--- src/rtl/grid_path_count_turn_limit_macros.svh ---
// Assertion macros for the grid path counter.
// Needs a clock i_clk and an active-low reset i_rst_n in the including scope.
`ifndef GRID_PATH_COUNT_TURN_LIMIT_MACROS_SVH
`define GRID_PATH_COUNT_TURN_LIMIT_MACROS_SVH

// The consequent must hold in the same cycle as the antecedent.
`define GPC_ASSERT_SAME(lbl, ante, cons) \
    lbl: assert property (@(posedge i_clk) disable iff (!i_rst_n) (ante) |-> (cons)) \
        else $error("grid path counter: same-cycle check failed");

// The consequent must hold in the cycle after the antecedent.
`define GPC_ASSERT_NEXT(lbl, ante, cons) \
    lbl: assert property (@(posedge i_clk) disable iff (!i_rst_n) (ante) |=> (cons)) \
        else $error("grid path counter: next-cycle check failed");

`endif

--- src/rtl/gpc_ram.sv ---
// Generic single-port-write, single-port-read RAM with a registered read.
// No dependencies.
module gpc_ram #(
    parameter int WIDTH  = 8,
    parameter int DEPTH  = 16,
    parameter int ADDR_W = $clog2(DEPTH)
) (
    input  logic              i_clk,
    input  logic              i_we,
    input  logic [ADDR_W-1:0] i_waddr,
    input  logic [WIDTH-1:0]  i_wdata,
    input  logic              i_re,
    input  logic [ADDR_W-1:0] i_raddr,
    output logic [WIDTH-1:0]  o_rdata
);

    logic [WIDTH-1:0] r_mem [DEPTH];
    logic [WIDTH-1:0] r_rdata;

    always_ff @(posedge i_clk) begin
        if (i_we) begin
            r_mem[i_waddr] <= i_wdata;
        end
        if (i_re) begin
            r_rdata <= r_mem[i_raddr];
        end
    end

    assign o_rdata = r_rdata;

endmodule

--- config.mk ---
export PLATFORM = sky130hd
export DESIGN_NAME = gpc_ram
export DESIGN_NICKNAME = d
export VERILOG_FILES = /design/src/rtl/grid_path_count_turn_limit_macros.svh /design/src/rtl/gpc_ram.sv
export SDC_FILE = /design/constraint.sdc
export NUM_CORES = 1
export LEC_CHECK = 0
export ABC_AREA = 1
export BUFFER_PORTS_ARGS = -buffer_cell sky130_fd_sc_hd__buf_2
export CAP_MARGIN = 5
export CELL_PAD_IN_SITES_DETAIL_PLACEMENT = 1
export CELL_PAD_IN_SITES_GLOBAL_PLACEMENT = 1
export CORE_AREA = 2 2 113 115
export DETAILED_ROUTE_END_ITERATION = 8
export DIE_AREA = 0 0 115 117
export GPL_TIMING_DRIVEN = 0
export PLACE_DENSITY = 0.83
export SYNTH_ARGS = -nofsm -noshare
export SYNTH_HDL_FRONTEND = slang
export SYNTH_SLANG_ARGS = --single-unit
--- constraint.sdc ---
create_clock -name i_clk -period 1.75 [get_ports i_clk]
set_input_delay 0.35 -clock i_clk [delete_from_list [all_inputs] [get_ports i_clk]]
set_output_delay 0.35 -clock i_clk [all_outputs]
set_load 0.05 [all_outputs]
==> metrics.yaml <==
diodes: 0
die_h_um: 117
drtAntennaViolNets: 0
synth_cells: 551
antenna_found_initial: 0
hold_viol_final: 0
arrival_ps: 1480
syn_nets: 570
grtUsageTotal_pct: 26.5
whs_ps: 268
clkPwrFrac_pct: 43.2
clock_sinks: 136
die_x_um: 115
met2_length_um: 8390
start_util_pct: 47.5
row_count: 41
status: "finished clean"
end_kind: "flop"
cap_viol_max_count: 0
ctsHoldBuffers: 0
seq_power_share_pct: 49.5
r2r-start: "r_mem[10][6]$_DFFE_PP_"
setup_violations: 0
grt_pass1_wl_um: 24900
place_hpwl_um: 10700
cts_max_level: 4
path_clk_slew_ps: 60
cts_buffers: 17
intPower_mw: 5.73
tightest_slew_ps: 1010
vias_per_cell: 5.49
required_ps: 1790
slowest_delay_ps: 790
cp-start-kind: "input port"
ir_drop_mv: 0.532
p_sw_share_pct: 23.2
worstPathCellList: "buf_2, nand3b_1, nor2_1"
clk_path_buf_depth: 2
grt-ovfl-total: 0
combinationalPowerShare_pct: 7.4
drt_first_pass_iters: 5
area.growth.synth_to_final_pct: 14.1
yosys_warnings: 0
highest_layer: "met4"
slowest_stage: "nor2_1"
p_leak_nw: 2.89
cp_max_fo: 8
synth_seq_area_share_pct: 69.8
met1_length_um: 6630
port_buffers: 23
worst-path-buf-inv: 1
multi_input_area_um2: 1210
nets: 612
hold_class: "input port to flop"
min_period_over_period_pct: 82.5
startpoint: "i_waddr[3]"
relSlewSlack_pct: 32.6
path_delay_family: "simple AND/OR/NAND/NOR gates"
fin_tns_setup_ps: 0
drtIter0Drc: 373
drc: 0
skew_ps: 7.71
synth_area_um2: 5850
io_pins: 27
final_max_slew_viol_count: 0
grt_pass1_vias: 4439
vias: 4148
cts_root_buf: "clkbuf_16"
synth_cell_types: 11
tritoncts: "yes"
gp_congestion: 0.832
grt_max_degree: 17
n_fill_cell: 1333
drive_gt1_share_pct: 12.2
core_um2: 12300
post-route-min-period_ps: 1440
post_cts.repair.setup_buffers: 0
clkLatencyLatePin_ps: 420
avgSynthCellArea_um2: 10.6
fp.dieArea_um2: 13500
rsz0062_at_grt: "no"
powerDensity_nw_per_um2: 1120
fmax_mhz: 693
crit_type: "input port to flop"
wl_met3_um: 1180
wire_per_inst_um: 22.0
cts-resized-gates: 0
hold_start: "i_re"
wl_um: 16600
seqCellArea_um2: 4080
ys_seq_elements: 136
p_switching_mw: 1.73
==> cell type report <==
type                            count  share of cell area (%)
Tap cell                          150                    2.81
Multi-Input combinational cell    289                    18.2
Timing Repair Buffer               23                    1.73
Inverter                          102                    5.74
Sequential cell                   136                    61.2
Clock buffer                       21                    6.60
Clock inverter                     10                    1.22
Buffer                             24                    2.49
==> sequential cells by signal, summed over array words and instances (netlist names) <==
name     cells
r_mem      128
o_rdata      8
==> stage by stage <==
stage	total power, mW	instances	worst slack [ps]	util [%]	area [um2]
3_3_place_gp	4.26	724	-59.2	49.9	6150
6_report	7.46	755	307	54.2	6670
2_1_floorplan	4.07	551	449	-	5850
3_5_place_dp	4.29	724	-185	49.9	6150
4_1_cts	7.46	755	288	54.2	6670
5_1_grt	7.64	755	206	54.2	6670
==> metal layers <==
layer,GRT usage [%],vias up
li1,-,1869
met1,32.9,2056
met2,44.5,188
met3,5.82,35
met4,12.5,0
met5,0,-
==> worst paths after layout <==
check                                to  slack (ps)  cells after the start
hold reg to reg    o_rdata[7]$_DFFE_PP_         790                      6
setup reg to reg   o_rdata[6]$_DFFE_PP_         530                      6
hold / removal     o_rdata[4]$_DFFE_PP_         270                      1
setup / recovery  r_mem[6][6]$_DFFE_PP_         310                      3
==> power by group through the flow <==
stage	sequential (mW)	clock, mW	combinational, mW
after floorplan	3.81	0	0.257
after global placement	3.75	0	0.509
after detailed placement	3.76	0	0.537
after CTS	3.69	3.22	0.548
after global routing	3.70	3.35	0.592
final	3.69	3.22	0.549
==> cell families after synthesis <==
| family | synth area share [%] |
|---|---|
| buffers and inverters | 9.39 |
| DFF | 69.8 |
| and+or+nand+nor | 20.8 |
==> synthesized netlist by cell type (all sizes together) <==
library cell	n	area share, %
nor2	17	1.1
nand2	173	11
inv	102	6.5
nand3b	2	0.26
nand3	97	8.3
buf	24	2.8
edfxtp	136	70
==> layout by cell type, fill, tap and decap left out <==
cell       instances
edfxtp_1         136
nor2_1            17
clkbuf_16         17
clkbuf_1           4
inv_2              2
inv_1            100
buf_1              1
buf_2             36
nand3_1           97
nand3b_1           2
clkinv_1           1
clkinv_2           6
buf_4              4
nand2_1          173
buf_6              6
bufinv_16          1
clkinv_4           2
==> worst reg2reg max path, cell delays in order (launching register included) <==
cell      delay [ps]
edfxtp_1         400
nand2_1          100
nand2_1           80
nand2_1           60
nand3_1           80
nand3_1          120
nand2_1          110
No activity file was read; power rests on OpenSTA's default activity.
